## config.mk

```make
export PLATFORM = sky130hd
export DESIGN_NAME = gregorian_date_add_days_top
export DESIGN_NICKNAME = d
export VERILOG_FILES = /design/src/hdl/gdad_pkg.sv /design/src/hdl/gdad_datapath.sv /design/src/hdl/gregorian_date_add_days_top.sv
export SDC_FILE = /design/constraint.sdc
export NUM_CORES = 1
export LEC_CHECK = 0
export ABC_CLOCK_PERIOD_IN_PS = 10880
export BUFFER_PORTS_ARGS = -buffer_cell sky130_fd_sc_hd__buf_4
export CAP_MARGIN = 40
export CORE_AREA = 2 2 207 107
export CTS_CLUSTER_SIZE = 24
export DETAILED_ROUTE_END_ITERATION = 10
export DIE_AREA = 0 0 209 109
export GPL_TIMING_DRIVEN = 0
export PLACE_DENSITY = 0.57
export SETUP_SLACK_MARGIN = 0.3
export SLEW_MARGIN = 20
export SYNTH_ARGS = -nofsm -noshare
export SYNTH_HDL_FRONTEND = slang
export SYNTH_SLANG_ARGS = --single-unit
```

## constraint.sdc

```tcl
create_clock -name clk -period 10.88 [get_ports clk]
set_input_delay 0 -clock clk [delete_from_list [all_inputs] [get_ports clk]]
set_output_delay 0 -clock clk [all_outputs]
set_load 0.01 [all_outputs]
```

## src/hdl/gdad_pkg.sv

```systemverilog
package gdad_pkg;

	localparam int unsigned MAX_DAYS_ADD = 4095;
	localparam logic [13:0] YEAR_LIMIT   = 14'd9999;
	localparam logic [8:0]  LEAP_CYCLE   = 9'd400;
	localparam logic [8:0]  CENTURY      = 9'd100;
	localparam logic [3:0]  LAST_MONTH   = 4'd12;
	localparam logic [4:0]  LEN_LONG     = 5'd31;
	localparam logic [4:0]  LEN_SHORT    = 5'd30;
	localparam logic [4:0]  LEN_FEB_LEAP = 5'd29;
	localparam logic [4:0]  LEN_FEB      = 5'd28;

	localparam logic [1:0] ST_OK       = 2'd0;
	localparam logic [1:0] ST_INVALID  = 2'd1;
	localparam logic [1:0] ST_OVERFLOW = 2'd2;

	typedef struct packed {
		logic [4:0]  start_day;
		logic [3:0]  start_month;
		logic [13:0] start_year;
		logic [11:0] days_to_add;
	} req_t;

	typedef struct packed {
		logic [4:0]  new_day;
		logic [3:0]  new_month;
		logic [13:0] new_year;
		logic [8:0]  day_of_year;
		logic [1:0]  status;
	} res_t;

	typedef enum logic [2:0] {
		OP_NOP,
		OP_REDUCE,
		OP_CHECK,
		OP_ORD,
		OP_ADD,
		OP_WALK,
		OP_DONE
	} op_t;

	typedef enum logic [1:0] {
		BR_NEXT,
		BR_IF,
		BR_END
	} br_t;

	typedef struct packed {
		op_t        op;
		logic [2:0] arg;
		br_t        br;
		logic [3:0] target;
	} ucode_t;

	typedef struct packed {
		logic       load;
		op_t        op;
		logic [2:0] arg;
	} ctrl_t;

	localparam logic [3:0] PC_ORD  = 4'd6;
	localparam logic [3:0] PC_WALK = 4'd8;
	localparam logic [3:0] PC_DONE = 4'd9;

	// Microprogram: reduce year mod 400, validate, sum months, add, walk, emit.
	function automatic ucode_t ucode_rom(input logic [3:0] pc);
		ucode_t w;
		begin
			unique case (pc)
				4'd0: w = '{OP_REDUCE, 3'd4, BR_NEXT, 4'd0};
				4'd1: w = '{OP_REDUCE, 3'd3, BR_NEXT, 4'd0};
				4'd2: w = '{OP_REDUCE, 3'd2, BR_NEXT, 4'd0};
				4'd3: w = '{OP_REDUCE, 3'd1, BR_NEXT, 4'd0};
				4'd4: w = '{OP_REDUCE, 3'd0, BR_NEXT, 4'd0};
				4'd5: w = '{OP_CHECK,  3'd0, BR_IF,   PC_DONE};
				4'd6: w = '{OP_ORD,    3'd0, BR_IF,   PC_ORD};
				4'd7: w = '{OP_ADD,    3'd0, BR_NEXT, 4'd0};
				4'd8: w = '{OP_WALK,   3'd0, BR_IF,   PC_WALK};
				4'd9: w = '{OP_DONE,   3'd0, BR_END,  4'd0};
				default: w = '{OP_NOP, 3'd0, BR_END,  4'd0};
			endcase
			return w;
		end
	endfunction

	// Leap test on year mod 400.
	function automatic logic leap_of(input logic [8:0] r);
		begin
			return (r[1:0] == 2'b00) && (r != CENTURY) && (r != 9'(2 * CENTURY))
				&& (r != 9'(3 * CENTURY));
		end
	endfunction

	function automatic logic [4:0] month_len(input logic [3:0] m, input logic leap);
		logic [4:0] len;
		begin
			unique case (m)
				4'd1, 4'd3, 4'd5, 4'd7, 4'd8, 4'd10, 4'd12: len = LEN_LONG;
				4'd4, 4'd6, 4'd9, 4'd11:                    len = LEN_SHORT;
				4'd2:    len = leap ? LEN_FEB_LEAP : LEN_FEB;
				default: len = 5'd0;
			endcase
			return len;
		end
	endfunction

endpackage

```

## src/hdl/gdad_datapath.sv

```systemverilog
module gdad_datapath (
	input  logic            clk,
	input  gdad_pkg::ctrl_t ctrl,
	input  gdad_pkg::req_t  req,
	output logic            cond,
	output gdad_pkg::res_t  result
);

	logic [12:0] day_q;
	logic [3:0]  mon_q;
	logic [13:0] year_q;
	logic [13:0] rem_q;
	logic [11:0] add_q;
	logic [8:0]  ord_q;
	logic [3:0]  k_q;
	logic        bad_q;
	gdad_pkg::res_t result_q;

	logic        leap;
	logic [3:0]  len_idx;
	logic [4:0]  len;
	logic [13:0] red_thr;
	logic        bad;

	assign leap    = gdad_pkg::leap_of(rem_q[8:0]);
	assign len_idx = (ctrl.op == gdad_pkg::OP_ORD) ? k_q : mon_q;
	assign len     = gdad_pkg::month_len(len_idx, leap);
	assign red_thr = 14'(gdad_pkg::LEAP_CYCLE) << ctrl.arg;
	assign bad     = (year_q > gdad_pkg::YEAR_LIMIT) || (mon_q == 4'd0)
		|| (mon_q > gdad_pkg::LAST_MONTH) || (day_q == 13'd0) || (day_q > 13'(len));

	always_comb begin
		unique case (ctrl.op)
			gdad_pkg::OP_CHECK: cond = bad;
			gdad_pkg::OP_ORD:   cond = k_q < mon_q;
			gdad_pkg::OP_WALK:  cond = day_q > 13'(len);
			default:            cond = 1'b0;
		endcase
	end

	always_ff @(posedge clk) begin
		if (ctrl.load) begin
			day_q  <= 13'(req.start_day);
			mon_q  <= req.start_month;
			year_q <= req.start_year;
			rem_q  <= req.start_year;
			// saturate the count
			if (32'(req.days_to_add) > gdad_pkg::MAX_DAYS_ADD)
				add_q <= 12'(gdad_pkg::MAX_DAYS_ADD);
			else
				add_q <= req.days_to_add;
		end else begin
			unique case (ctrl.op)
				gdad_pkg::OP_REDUCE: begin
					if (rem_q >= red_thr)
						rem_q <= rem_q - red_thr;
				end
				gdad_pkg::OP_CHECK: begin
					bad_q <= bad;
					ord_q <= 9'(day_q);
					k_q   <= 4'd1;
				end
				gdad_pkg::OP_ORD: begin
					if (cond) begin
						ord_q <= ord_q + 9'(len);
						k_q   <= k_q + 4'd1;
					end
				end
				gdad_pkg::OP_ADD: begin
					day_q <= day_q + 13'(add_q);
				end
				gdad_pkg::OP_WALK: begin
					if (cond) begin
						day_q <= day_q - 13'(len);
						// wrap into January and advance the year and its leap phase
						if (mon_q == gdad_pkg::LAST_MONTH) begin
							mon_q  <= 4'd1;
							year_q <= year_q + 14'd1;
							if (rem_q == 14'(gdad_pkg::LEAP_CYCLE - 9'd1))
								rem_q <= 14'd0;
							else
								rem_q <= rem_q + 14'd1;
						end else begin
							mon_q <= mon_q + 4'd1;
						end
					end
				end
				gdad_pkg::OP_DONE: begin
					if (bad_q) begin
						result_q <= '{5'd0, 4'd0, 14'd0, 9'd0, gdad_pkg::ST_INVALID};
					end else if (year_q > gdad_pkg::YEAR_LIMIT) begin
						result_q <= '{5'd0, 4'd0, gdad_pkg::YEAR_LIMIT, ord_q,
							gdad_pkg::ST_OVERFLOW};
					end else begin
						result_q <= '{day_q[4:0], mon_q, year_q, ord_q, gdad_pkg::ST_OK};
					end
				end
				default: begin
				end
			endcase
		end
	end

	assign result = result_q;

endmodule

```

## src/hdl/gregorian_date_add_days_top.sv

```systemverilog
// Gregorian date adder. Raise start with a request while busy is low; the
// request is taken at that edge and busy stays high until the result is
// shown. The result sits on result for exactly one cycle with done high and
// must be captured then: there is no way to hold it off. A valid request runs
// longer the later its start month and the more months the addition crosses,
// since the microcode sums the months before the start and then walks month by
// month; an invalid date skips from the check to the result step, with no walk.
// A new request may be given in the cycle that done is high.
module gregorian_date_add_days_top (
	input  logic           clk,
	input  logic           arst_n,
	input  logic           start,
	output logic           busy,
	input  gdad_pkg::req_t req,
	output logic           done,
	output gdad_pkg::res_t result
);

	logic [3:0]       pc_q;
	logic             busy_q;
	logic             done_q;
	gdad_pkg::ucode_t uword;
	gdad_pkg::ctrl_t  ctrl;
	logic             accept;
	logic             cond;

	assign accept = start && !busy_q;
	assign uword  = gdad_pkg::ucode_rom(pc_q);

	always_comb begin
		ctrl.load = accept;
		ctrl.op   = busy_q ? uword.op : gdad_pkg::OP_NOP;
		ctrl.arg  = uword.arg;
	end

	gdad_datapath u_dp (
		.clk    (clk),
		.ctrl   (ctrl),
		.req    (req),
		.cond   (cond),
		.result (result)
	);

	always_ff @(posedge clk or negedge arst_n) begin
		if (!arst_n) begin
			pc_q   <= 4'd0;
			busy_q <= 1'b0;
			done_q <= 1'b0;
		end else begin
			done_q <= 1'b0;
			if (accept) begin
				pc_q   <= 4'd0;
				busy_q <= 1'b1;
			end else if (busy_q) begin
				unique case (uword.br)
					gdad_pkg::BR_NEXT: pc_q <= pc_q + 4'd1;
					gdad_pkg::BR_IF:   pc_q <= cond ? uword.target : pc_q + 4'd1;
					gdad_pkg::BR_END: begin
						pc_q   <= 4'd0;
						busy_q <= 1'b0;
						done_q <= 1'b1;
					end
					default: pc_q <= 4'd0;
				endcase
			end
		end
	end

	assign busy = busy_q;
	assign done = done_q;

endmodule

```

After elaboration in Yosys (flattened, before gate mapping) --
Memory sizes are Yosys's and may differ from the RTL's. Index checks and enable logic that the tools add are counted.
Operators by class: $add $sub $neg 9, order comparisons 5, equality and inequality tests 30, shift operators 1, mux-type cells 37, bitwise logic cells 1, reductions and logical operators 32
Operator list (count):
- 2-to-1 mux 14 bit | 9
- 2-to-1 mux 4 bit | 9
- adder 14 x 1 -> 14 bit, second input constant | 2
- case mux 14 bit (2 select lines) | 1
- case mux 13 bit (2 select lines) | 1
- 2-to-1 mux 25 bit | 1
- equality test 4 bit, second input constant | 6
- case mux 9 bit (2 select lines) | 1
- equality test 4 x 3 -> 1 bit, second input constant | 4
- case mux 4 bit (2 select lines) | 2
- case mux 5 bit (3 select lines) | 1
- equality test 14 x 9 -> 1 bit, second input constant | 1
- greater-or-equal comparator 14 bit | 1
- > comparator 14 bit, second input constant | 1
- left shift 9 x 3 -> 14 bit, first input constant | 1
- subtractor 14 bit | 1
- adder 13 x 12 -> 13 bit | 1
- > comparator 13 x 5 -> 1 bit | 1
- zero test 13 bit | 1
- 2-to-1 mux 13 bit | 1
- subtractor 13 x 5 -> 13 bit | 1
- adder 4 x 1 -> 4 bit, second input constant | 3
- nonzero test 2 bit | 6
- AND reduction 2 bit | 5
- 33 further kinds | 54
Word-level totals: flip-flop bits (word level) 111, bits in read-only memories 192, output and inout bits 36, logic and storage cells 134, memories 1
Memories:
- (name not given) | words 16, width 12, read ports 1, clocked after memory_dff 0, wr ports 0, RTL line gdad_pkg.sv:69 | unique case (pc)

Logic depth before layout (Yosys ltp) --
Gate-level depths: netlist of run 1. An unclocked memory read counts as a cell.
depth in word-level cells 14, mapped depth 19, mapped depth without buffers 18

Hierarchy --
Synthesis of run 1 repeated with hierarchy kept, for this count alone.
Unflattened totals: cell total of the unflattened synthesis 720, area, all modules 7231.9 um2
Modules (own cells, without submodules):
- gdad_datapath | instances 1, cells each 658, area an instance 6715.2 um2, seq. area each 3072.9 um2
- gregorian_date_add_days_top | instances 1, cells each 62, area an instance 516.7 um2, seq. area each 150.1 um2

Worst setup path before layout of run 1 --
OpenSTA, ideal clock, no wires.
path type reg-to-reg, from reg pc_q[0], to reg u_dp.rem_q[10] (enable), library setup time 397 ps, data arrival time 4419 ps, required time 10483 ps, setup slack 6064 ps, stages on the path, launching flop included 17, path buffers 1, period minus slack after synthesis 4816 ps, cell sequence dfrtp_1 > inv_1 > ha_1 > and3b_1 > o21a_1 > nand4_2 > buf_2 > mux2i_1 > nand2_1 > o21ai_0 > ha_1 > and3_1 > a31oi_1 > o31ai_4 > nand2_1 > o22ai_1 > a211oi_1
Between the ends: word-level cells in the longest chain between the ends 12, elaborated cells between the ends (all ways) 32, classes of those cells order compare: 2; eq/ne: 19; shift: 1; mux: 4; reduce/logical: 5; memory: 1
Ends and longest elaborated chain:
- start, declared | RTL line gregorian_date_add_days_top.sv:19 | logic [3:0] pc_q;
- start signal, assigned | RTL line gregorian_date_add_days_top.sv:56 | gdad_pkg::BR_NEXT: pc_q <= pc_q + 4'd1;
- start signal, assigned | RTL line gregorian_date_add_days_top.sv:57 | gdad_pkg::BR_IF: pc_q <= cond ? uword.target : pc_q + 4'd1;
- memory read (16 x 12 bit) (*)
- 2-to-1 mux 3 bit | RTL line gregorian_date_add_days_top.sv:32 | ctrl.op = busy_q ? uword.op : gdad_pkg::OP_NOP;
- equality test 3 x 2 -> 1 bit | RTL line gdad_datapath.sv:26, gdad_datapath.sv:33
- 2-to-1 mux 4 bit | RTL line gdad_datapath.sv:26 | assign len_idx = (ctrl.op == gdad_pkg::OP_ORD) ? k_q : mon_q;
- equality test 4 x 1 -> 1 bit, or another cell as far along | RTL line gdad_pkg.sv:97 | unique case (m)
- OR reduction 7 bit or OR reduction 4 bit (tied branches) | RTL line gdad_pkg.sv:97
- case mux 5 bit (3 select lines) | RTL line gdad_pkg.sv:97
- > comparator 13 x 5 -> 1 bit | RTL line gdad_datapath.sv:30, gdad_datapath.sv:36
- logical OR 1 bit | RTL line gdad_datapath.sv:30 | || (mon_q > gdad_pkg::LAST_MONTH) || (day_q == 13'd0) || (day_q > 13'(len));
- case mux 1 bit (3 select lines) | RTL line gdad_datapath.sv:33 | unique case (ctrl.op)
- inequality test 3 bit (no source line)
- AND reduction 4 bit (no source line) (*)
- end signal, assigned | RTL line gdad_datapath.sv:46 | rem_q <= req.start_year;
- end signal, assigned | RTL line gdad_datapath.sv:56 | rem_q <= rem_q - red_thr;
- end signal, assigned | RTL line gdad_datapath.sv:82 | rem_q <= rem_q + 14'd1;
- end, declared | RTL line gdad_datapath.sv:12 | logic [13:0] rem_q;
Mark *: on every way between the ends. The rest lies on a longest branch, timed or not. A chain may end at the register's enable or synchronous reset.

Worst setup path in the final report of run 1 --
from reg pc_q[0], to reg u_dp.year_q[13] (enable)
Between the ends: word-level cells in the longest chain between the ends 12, elaborated cells between the ends (all ways) 27, classes of those cells order compare: 1; eq/ne: 15; mux: 4; reduce/logical: 6; memory: 1
Ends and longest elaborated chain:
- memory read (16 x 12 bit) (*)
- 2-to-1 mux 3 bit (*) | RTL line gregorian_date_add_days_top.sv:32
- equality test 3 x 2 -> 1 bit | RTL line gdad_datapath.sv:26, gdad_datapath.sv:33
- 2-to-1 mux 4 bit | RTL line gdad_datapath.sv:26
- equality test 4 x 1 -> 1 bit, or another cell as far along | RTL line gdad_pkg.sv:97
- OR reduction 7 bit or OR reduction 4 bit (tied branches) | RTL line gdad_pkg.sv:97
- case mux 5 bit (3 select lines) | RTL line gdad_pkg.sv:97
- > comparator 13 x 5 -> 1 bit | RTL line gdad_datapath.sv:30, gdad_datapath.sv:36
- logical OR 1 bit | RTL line gdad_datapath.sv:30
- case mux 1 bit (3 select lines) | RTL line gdad_datapath.sv:33
- nonzero test 2 bit (no source line)
- AND reduction 3 bit (no source line) (*)
- end signal, assigned | RTL line gdad_datapath.sv:45 | year_q <= req.start_year;
- end signal, assigned | RTL line gdad_datapath.sv:78 | year_q <= year_q + 14'd1;
- end, declared | RTL line gdad_datapath.sv:11 | logic [13:0] year_q;
Marked as above.

==> run summary, run 1 <==
Status = complete, no violations
Clk_lat worst skew = 0.38 ns
CTS sink count = 111
Final hold vios = 0
Yosys reg bits = 111
Vias in the first global route = 5227
Worst path depth = 16
Final layout net count = 935
Synth Instances = 719
Element type at the critical path start = register
Setup Viol. Count Final = 0
Ports = 74
Lkg Pwr = 3.42 nW
Mapped Nets = 811
R2r startpoint = pc_q[0]
Max clock buf depth = 2
Post-Syn Area = 7270 um2
Crit-path max cell delay = 0.66 ns
Post-cts resize count = 0
Fin Clk Skew = 0.0180 ns
Average instance area after synthesis = 10.1 um2
WP buf/inv = 2
Worst Path Max Fanout = 14
Switching pwr = 0.00137 W
Die height = 109 um
DP Area = 8230 um2
RSZ-0062 raised after global routing = no
Layout cells sized above 1 = 16.3%
Worst Max-Slew Pin Slew = 0.784 ns
Critical Path RT = 10.89 ns
Top delay family on crit path = simple AND/OR/NAND/NOR gates
Worst R2R Setup Slack = 5.52 ns
ANT cells = 0
Postcts setup bufs = 0
Pre-CTS setup slack = 5.58 ns
Row count = 38
DRT antenna net count = 0
CTS Hold Buffers Added = 34
Worst setup path category = register to register
Largest cells by area after synthesis = edfxtp_1, ha_1, nand2_1
Reg-to-Reg End = u_dp.year_q[13]
CTS buffer count = 9
Sum Neg Setup Slack = 0 ns
Yosys cell types = 77
Final Max Slew Viols = 0
Crit path DAT = 5.37 ns
DR WL/cell = 17.3 um
GRT overflow = 0
Fin area = 8900 um2
Crit path capture = u_dp.year_q[13]
H-tree level count = 3
Clock transition at path regs = 0.08 ns
Die footprint = 22800 um2
Gate power share = 59.7%
Wirelength, routed = 19.5 mm
YS warnings = 0
Final Util = 42.0%
Hold crit path type = primary input to register
Post-synth EDFFs = 97
Largest net degree at the start of global routing = 22
GRT Total Usage = 17.7%
Final worst path period share = 49.3%
P per Cell Area = 335 nW/um2
PnR worst setup slack = 5.52 ns
Sequential-to-total area share from yosys stat = 44.3%
Most common cell after layout, fill and taps aside = edfxtp_1
Main flop type after synthesis = edfxtp_1
Net Sw Frac = 45.9%
Detailed Route Iter0 Violations = 603
Cells on worst reg2reg path = 16
DR vias/cell = 5.19
Worst setup startpoint = pc_q[0]
Detail Placement HPWL = 15.3 mm
Clock network power share = 12.3%
Core area = 21200 um2
CTS root buf = clkbuf_16
Input/output buffers = 73
CP Cell Sequence = inv_1 -> ha_1 -> and3b_1 -> o21a_1 -> nand4_2 -> buf_2 -> mux2i_1 -> nand2_1 -> o21ai_0 -> ha_1 -> and3_1 -> a31oi_1 -> o31ai_4 -> nand2_1 -> o22ai_1 -> nor2_2
Initial antenna violation count = 0
First-pass GRT wire length = 30.4 mm
Filler cells = 2047
Area delta synth->final = 22.4%
Drt pass-1 iters = 7
Placer Congestion = 0.886
Min Tclk post-route = 5.36 ns
Peak supply drop = 0.126 mV
CTS tree = yes
# DRC = 0
Max-slew headroom = 47.7%
Yosys top cell area share = 40.1%
Slowest CP cell = nor2_2
Biggest area consumer among synthesized cells = edfxtp_1
Via Count = 5850
Most frequent cells in the layout = edfxtp_1, buf_4, nand2_1
Nature of the critical path endpoint = register
Initial Util = 34.4%
Die Wd = 209 um
Int Power = 0.00161 W
Maximum clock rate = 187 MHz
Ys async rst share = 5.41%
Sequential power share = 28.0%
Max-cap viol count = 0
-- cell families (layout without fill, tap and decap cells) --
family	after synthesis	in the layout	share of synthesized area, %
adders and majority gates	54	54	9.60
DFF	111	111	44.3
muxes	10	10	1.48
buffers and inverters	57	186	3.53
and+or+nand+nor	273	273	19.7
xor gates and xnor gates	40	40	4.82
AOI/OAI and AO/OA	174	174	16.6
-- layer usage --
metal  wire [um]  GRT usage, %  vias to the layer above
met5           0             0                        -
met4         153          3.06                        0
met3        1740          4.52                       13
met2        6610          21.0                      220
met1       11000          30.1                     2705
li1            -             -                     2912
-- cell usage after synthesis (6+ instances only) --
library cell  count
edfxtp_1         97
nand2_1          72
nor2_1           56
o21ai_0          53
ha_1             51
inv_1            35
a21oi_1          30
nor3_1           27
xnor2_1          27
nand3_1          20
nor2b_1          18
clkbuf_1         13
xor2_1           13
and2_1           12
nand2b_1         12
a211oi_1         10
nand4_1          10
o21a_1           10
o31ai_1           9
dfxtp_1           8
or3_1             8
and3_1            7
mux2i_1           7
a21o_1            6
dfrtp_1           6
nor4_1            6
o221ai_1          6
-- metrics by stage --
stage | instances | power [W] | hold slack (ns)
floorplan | 719 | 0.00211 | -0.296
global placement | 1072 | 0.00254 | -0.185
detailed placement | 1078 | 0.00259 | -0.182
CTS | 1128 | 0.00297 | 0.000944
global route | 1128 | 0.00323 | 0.0380
finish | 1128 | 0.00298 | 0.0166
-- final cells by class --
type                            count  area, um2  area share, %
Multi-Input combinational cell    551       3800           42.7
Timing Repair Buffer              113        941           10.6
Tap cell                          280        350           3.94
Sequential cell                   111       3220           36.2
Buffer                             22        126           1.42
Clock buffer                        9        225           2.53
Inverter                           35        131           1.48
Clock inverter                      7       96.3           1.08
-- registers in the layout (all words and copies together) (netlist names) --
register and cells:
u_dp.bad_q 1, u_dp.day_q 13, u_dp.mon_q 4, u_dp.year_q 14, busy 1, done 1
pc_q 4, u_dp.rem_q 14, u_dp.result 34, u_dp.k_q 4, u_dp.add_q 12, u_dp.ord_q 9
-- worst min path at each step --
stage          startpoint             end  depth (start not counted)
6_report          req[29]   u_dp.mon_q[3]                          3
5_1_grt           req[24]  u_dp.rem_q[12]                          3
4_1_cts           req[29]   u_dp.mon_q[3]                          3
3_5_place_dp       arst_n            done                          1
3_3_place_gp       arst_n            busy                          1
2_1_floorplan      arst_n            busy                          0
-- power groups by stage --
stage,clock network (W),registers (W),logic (W)
after floorplan,0,0.000787,0.00132
after detailed placement,0,0.000837,0.00175
after CTS,0.000373,0.000828,0.00177
after global placement,0,0.000843,0.00170
after global routing,0.000391,0.000850,0.00199
final,0.000367,0.000833,0.00178
-- worst register-to-register path: stages (launching register included) --
cell and delay (ns):
dfrtp_1 0.55, inv_1 0.14, ha_1 0.42, and3b_1 0.25, o21a_1 0.24, nand4_2 0.19, buf_2 0.26, mux2i_1 0.32
nand2_1 0.15, o21ai_0 0.44, ha_1 0.39, and3_1 0.23, a31oi_1 0.26, o31ai_4 0.14, nand2_1 0.19, o22ai_1 0.17
nor2_2 0.66
Note: power is estimated with default switching activity, not from simulation.
==> inputs of run 2 (changes only) <==
--- a/config.mk
+++ b/config.mk
@@ -5,7 +5,7 @@
 export SDC_FILE = /design/constraint.sdc
 export NUM_CORES = 1
 export LEC_CHECK = 0
-export ABC_CLOCK_PERIOD_IN_PS = 10880
+export ABC_CLOCK_PERIOD_IN_PS = 4400
 export BUFFER_PORTS_ARGS = -buffer_cell sky130_fd_sc_hd__buf_4
 export CAP_MARGIN = 40
 export CORE_AREA = 2 2 207 107
@@ -13,7 +13,7 @@
 export DETAILED_ROUTE_END_ITERATION = 10
 export DIE_AREA = 0 0 209 109
 export GPL_TIMING_DRIVEN = 0
-export PLACE_DENSITY = 0.57
+export PLACE_DENSITY = 0.59
 export SETUP_SLACK_MARGIN = 0.3
 export SLEW_MARGIN = 20
 export SYNTH_ARGS = -nofsm -noshare
==> constraint.sdc (replaced) <==
create_clock -name clk -period 4.4 [get_ports clk]
set_input_delay 0 -clock clk [delete_from_list [all_inputs] [get_ports clk]]
set_output_delay 0 -clock clk [all_outputs]
set_load 0.01 [all_outputs]
==> run summary, run 2 (synthesis results as in run 1) <==
Status = complete, no violations
ANT cells = 0
Die height = 109 um
Final Max Slew Viols = 0
Row count = 38
Initial Util = 34.4%
Switching pwr = 0.00373 W
Maximum clock rate = 244 MHz
H-tree level count = 3
CP Cell Sequence = inv_2 -> ha_4 -> and3b_2 -> o21a_1 -> nand4_4 -> mux2i_4 -> o31a_1 -> o31ai_4 -> ha_4 -> buf_4 -> fa_2 -> nor2b_2 -> o21ai_2 -> a21boi_2 -> or3_4 -> nor4b_4 -> o21ai_1 -> a32o_1
Drt pass-1 iters = 5
Worst Max-Slew Pin Slew = 0.866 ns
Hold slack = 0.0140 ns
Detail Placement HPWL = 15.1 mm
Most common cell after layout, fill and taps aside = buf_4
Fin Clk Skew = 0.0144 ns
CTS sink count = 111
First-pass GRT wire length = 32.5 mm
Crit-path max cell delay = 0.43 ns
DP Area = 8260 um2
Setup Viol. Count Final = 0
Ports = 74
Slowest CP cell = dfrtp_2
P per Cell Area = 885 nW/um2
Die Wd = 209 um
Largest register FFs = 34
Clock transition at path regs = 0.07 ns
Core area = 21200 um2
Final worst path period share = 93.2%
Cell mode on critical path = ha_4
Wirelength, routed = 20.9 mm
Net Sw Frac = 43.8%
Final layout net count = 973
DR vias/cell = 5.36
Worst Path Max Fanout = 5
Sequential power share = 24.3%
Clk_lat worst skew = 0.38 ns
DR WL/cell = 17.9 um
CTS tree = yes
Worst setup path category = register to register
Vias in the first global route = 5708
Fin area = 9630 um2
# DRC = 0
Sum Neg Setup Slack = 0 ns
Nature of the critical path endpoint = register
Area delta synth->final = 32.4%
GRT overflow = 0
Hold path cells = 3
Final Util = 45.5%
Critical hold path startpoint = req[29]
Hold Path Sink = u_dp.mon_q[3]
Input/output buffers = 73
R2r startpoint = pc_q[0]
Via Count = 6248
Max clock buf depth = 2
Hold crit path type = primary input to register
CTS buffer count = 9
Placer Congestion = 0.882
Element type at the critical path start = register
Lkg Pwr = 3.66 nW
Min Tclk post-route = 4.10 ns
Layout cells sized above 1 = 24.2%
Critical Path RT = 4.67 ns
Initial antenna violation count = 0
Clock network power share = 9.9%
Detailed Route Iter0 Violations = 531
Die footprint = 22800 um2
Most frequent cells in the layout = buf_4, edfxtp_1, nand2_1
DRT antenna net count = 0
Max-cap viol count = 0
Reg-to-Reg End = u_dp.day_q[10]
Max-slew headroom = 42.0%
Largest net degree at the start of global routing = 22
Worst R2R Setup Slack = 0.30 ns
RSZ-0062 raised after global routing = yes
Gate power share = 65.8%
Final hold vios = 0
Peak supply drop = 0.455 mV
Cells on worst reg2reg path = 18
Crit path DAT = 4.37 ns
Filler cells = 1995
GRT Total Usage = 18.9%
Int Power = 0.00479 W
CTS root buf = clkbuf_16
[run 2: critical path: cells and delay by family, from the launching register on]
kind,cells,cell delay (ns)
multiplexers,1,0.26
adder cells (fa/ha/maj),3,0.64
AO/OA/AOI/OAI,7,1.37
AND/OR/NAND/NOR,5,1.11
buffers and inverters,2,0.17
flip-flops,1,0.43
[run 2: worst max-delay path by stage]
stage | startpoint | slack, ns | end | cells after the start
floorplan | pc_q[0] | 0.34 | u_dp.rem_q[10] | 16
global placement | pc_q[0] | -0.32 | u_dp.rem_q[11] | 15
detailed placement | pc_q[0] | -0.34 | u_dp.rem_q[11] | 16
CTS | pc_q[0] | 0.28 | u_dp.rem_q[9] | 17
global route | pc_q[0] | 0.13 | pc_q[0] | 18
finish | pc_q[0] | 0.30 | u_dp.day_q[10] | 18
[run 2: per-layer routing]
layer | part of all wire, % | routed length [um] | track usage (%)
met1 | 52 | 10900 | 29.6
met5 | 0 | 0 | 0
met3 | 7.3 | 1540 | 4.29
met4 | 1.0 | 218 | 4.64
met2 | 40 | 8270 | 25.5
[run 2: what timing repair did]
item | in CTS | in global routing
endpoints found under the setup margin | 55 | 53
cloned | 2 | 0
endpoints found under the hold margin | 52 | 1
pin swaps | 17 | 19
hold buffers | 36 | 1
buffers inserted | 23 | 12
gates resized for setup | 40 | 44
[run 2: area by class of cell]
cell class                      instances  area, um2  area share, %
Buffer                                 22        143           1.48
Clock buffer                           11        233           2.42
Clock inverter                          5       57.6          0.598
Inverter                               35        131           1.36
Multi-Input combinational cell        551       4150           43.2
Sequential cell                       111       3220           33.5
Tap cell                              280        350           3.64
Timing Repair Buffer                  151       1330           13.9
[run 2: metrics by stage]
step	std cells	setup slack, ns	total power (W)
global placement	1072	-0.324	0.00629
finish	1166	0.298	0.00852
global route	1166	0.129	0.00917
detailed placement	1075	-0.338	0.00637
CTS	1152	0.277	0.00799
floorplan	719	0.337	0.00529
[run 2: power by group through the flow]
stage	clock network (W)	logic [W]	registers, W
detailed placement	0	0.00431	0.00206
global placement	0	0.00423	0.00206
finish	0.000847	0.00561	0.00207
CTS	0.000871	0.00509	0.00203
global route	0.000909	0.00616	0.00210
floorplan	0	0.00335	0.00194
==> inputs of run 3 (changes only) <==
--- a/config.mk
+++ b/config.mk
@@ -8,12 +8,12 @@
 export ABC_CLOCK_PERIOD_IN_PS = 4400
 export BUFFER_PORTS_ARGS = -buffer_cell sky130_fd_sc_hd__buf_4
 export CAP_MARGIN = 40
-export CORE_AREA = 2 2 207 107
+export CORE_AREA = 2 2 86 170
 export CTS_CLUSTER_SIZE = 24
 export DETAILED_ROUTE_END_ITERATION = 10
-export DIE_AREA = 0 0 209 109
+export DIE_AREA = 0 0 88 172
 export GPL_TIMING_DRIVEN = 0
-export PLACE_DENSITY = 0.59
+export PLACE_DENSITY = 0.8
 export SETUP_SLACK_MARGIN = 0.3
 export SLEW_MARGIN = 20
 export SYNTH_ARGS = -nofsm -noshare
==> run summary, run 3 (synthesis results as in run 1) <==
Status = complete, no violations
DP Area = 8140 um2
Initial antenna violation count = 0
WP buf/inv = 2
Met3 wire length = 828 um
Uppermost routed layer = met4
Cell mode on critical path = ha_4
Area delta synth->final = 24.8%
Drt pass-1 iters = 5
Core area = 13800 um2
Most common cell after layout, fill and taps aside = edfxtp_1
CTS sink count = 111
Fin area = 9070 um2
Layout cells sized above 1 = 20.9%
Crit path DAT = 4.45 ns
Die Wd = 88 um
H-tree level count = 3
Max clock buf depth = 2
Die footprint = 15100 um2
CTS root buf = clkbuf_16
Min Tclk post-route = 4.16 ns
Final layout net count = 945
Placer Congestion = 0.907
Max-cap viol count = 0
Pre-CTS setup slack = -0.319 ns
PnR worst setup slack = 0.237 ns
Reg area = 3220 um2
RSZ-0062 raised after global routing = yes
Int Power = 0.00431 W
Critical Path RT = 4.69 ns
Most frequent cells in the layout = edfxtp_1, buf_4, nand2_1
Die height = 172 um
Crit-path max cell delay = 0.38 ns
Row count = 61
Gate power share = 64.2%
Hold crit path type = primary input to register
Slowest CP cell = dfrtp_1
Vias in the first global route = 5873
Via Count = 6147
Net Sw Frac = 44.1%
Clock transition at path regs = 0.07 ns
Final worst path period share = 94.6%
Detail Placement HPWL = 13.5 mm
CTS buffer count = 9
Max-slew headroom = 46.9%
GRT overflow = 0
P per Cell Area = 851 nW/um2
Initial Util = 52.6%
Worst Max-Slew Pin Slew = 0.789 ns
Hold slack = 0.00454 ns
Met2 WL post-DR = 10.2 mm
M1 wire length = 6.44 mm
Clock network power share = 9.6%
CTS tree = yes
Peak supply drop = 0.405 mV
Maximum clock rate = 240 MHz
Final hold vios = 0
DRT antenna net count = 0
Fin Clk Skew = 0.0105 ns
Ports = 74
Worst setup path category = register to register
DR vias/cell = 5.88
Final Max Slew Viols = 0
GRT Total Usage = 24.1%
First-pass GRT wire length = 28.0 mm
CP Cell Sequence = inv_2 -> ha_4 -> and3b_2 -> o21a_1 -> nand4_4 -> buf_12 -> mux2i_4 -> nand2_4 -> o21ai_4 -> ha_4 -> nor2b_4 -> o31a_1 -> o31ai_4 -> a21oi_2 -> o22ai_4 -> mux2_4 -> o21ai_2
Area occupied by multi-input gates = 4040 um2
Element type at the critical path start = register
Filler cells = 1071
Top delay family on crit path = compound AO/OA/AOI/OAI gates
Lkg Pwr = 3.49 nW
DR WL/cell = 17.6 um
Setup Viol. Count Final = 0
Sequential power share = 26.2%
Detailed Route Iter0 Violations = 458
Input/output buffers = 73
# DRC = 0
Nature of the critical path endpoint = register
Largest net degree at the start of global routing = 22
Largest register FFs = 34
Wirelength, routed = 18.4 mm
Worst Path Max Fanout = 7
Clk_lat worst skew = 0.36 ns
Sum Neg Setup Slack = 0 ns
ANT cells = 0
Switching pwr = 0.00340 W
[run 3: final cells by class]
type | count | share of cell area (%)
Buffer | 22 | 1.49
Clock buffer | 10 | 2.52
Clock inverter | 4 | 0.276
Inverter | 35 | 1.45
Multi-Input combinational cell | 551 | 44.5
Sequential cell | 111 | 35.5
Tap cell | 189 | 2.61
Timing Repair Buffer | 123 | 11.6
[run 3: worst register-to-register path, cell delays in order (launching register included)]
cell,delay (ns)
dfrtp_1,0.38
inv_2,0.07
ha_4,0.29
and3b_2,0.21
o21a_1,0.19
nand4_4,0.20
buf_12,0.19
mux2i_4,0.30
nand2_4,0.14
o21ai_4,0.23
ha_4,0.23
nor2b_4,0.12
o31a_1,0.34
o31ai_4,0.29
a21oi_2,0.14
o22ai_4,0.32
mux2_4,0.34
o21ai_2,0.10
[run 3: final timing paths]
| kind | start | end | slack [ns] | cells past startpoint |
|---|---|---|---|---|
| max in group asynchronous | arst_n | pc_q[0] | 3.56 | 3 |
| min | req[22] | u_dp.rem_q[10] | 0.005 | 3 |
| max reg2reg | pc_q[1] | pc_q[0] | 0.24 | 17 |
| min in group asynchronous | arst_n | done | 0.59 | 3 |
| min reg2reg | u_dp.day_q[11] | u_dp.day_q[11] | 0.53 | 2 |
| max | pc_q[1] | pc_q[0] | 0.24 | 17 |
[run 3: repair_timing]
action / 4_1_cts / 5_1_grt
setup buffers: 9 / 10
gates resized for setup: 28 / 20
hold endpoints to repair: 39 / 0
pin swaps: 10 / 20
endpoints found under the setup margin: 54 / 49
hold buffers: 28 / 0
[run 3: per-layer routing]
| layer | vias to the layer above | GRT usage, % |
|---|---|---|
| li1 | 2925 | - |
| met2 | 244 | 45.8 |
| met3 | 68 | 3.29 |
| met5 | - | 0 |
| met4 | 0 | 14.1 |
| met1 | 2910 | 24.0 |
[run 3: per-stage QoR]
step / utilization [%] / total power [W] / cells
final: 65.7 / 0.00772 / 1045
after global routing: 65.7 / 0.00824 / 1045
after floorplan: - / 0.00529 / 719
after global placement: 58.6 / 0.00614 / 981
after CTS: 64.2 / 0.00736 / 1034
after detailed placement: 58.9 / 0.00626 / 983
[run 3: power by group through the flow]
stage / registers, W / clock network (W) / logic (W)
floorplan: 0.00194 / 0 / 0.00335
global placement: 0.00203 / 0 / 0.00411
global route: 0.00206 / 0.000781 / 0.00541
finish: 0.00202 / 0.000744 / 0.00495
CTS: 0.00201 / 0.000744 / 0.00461
detailed placement: 0.00204 / 0 / 0.00422
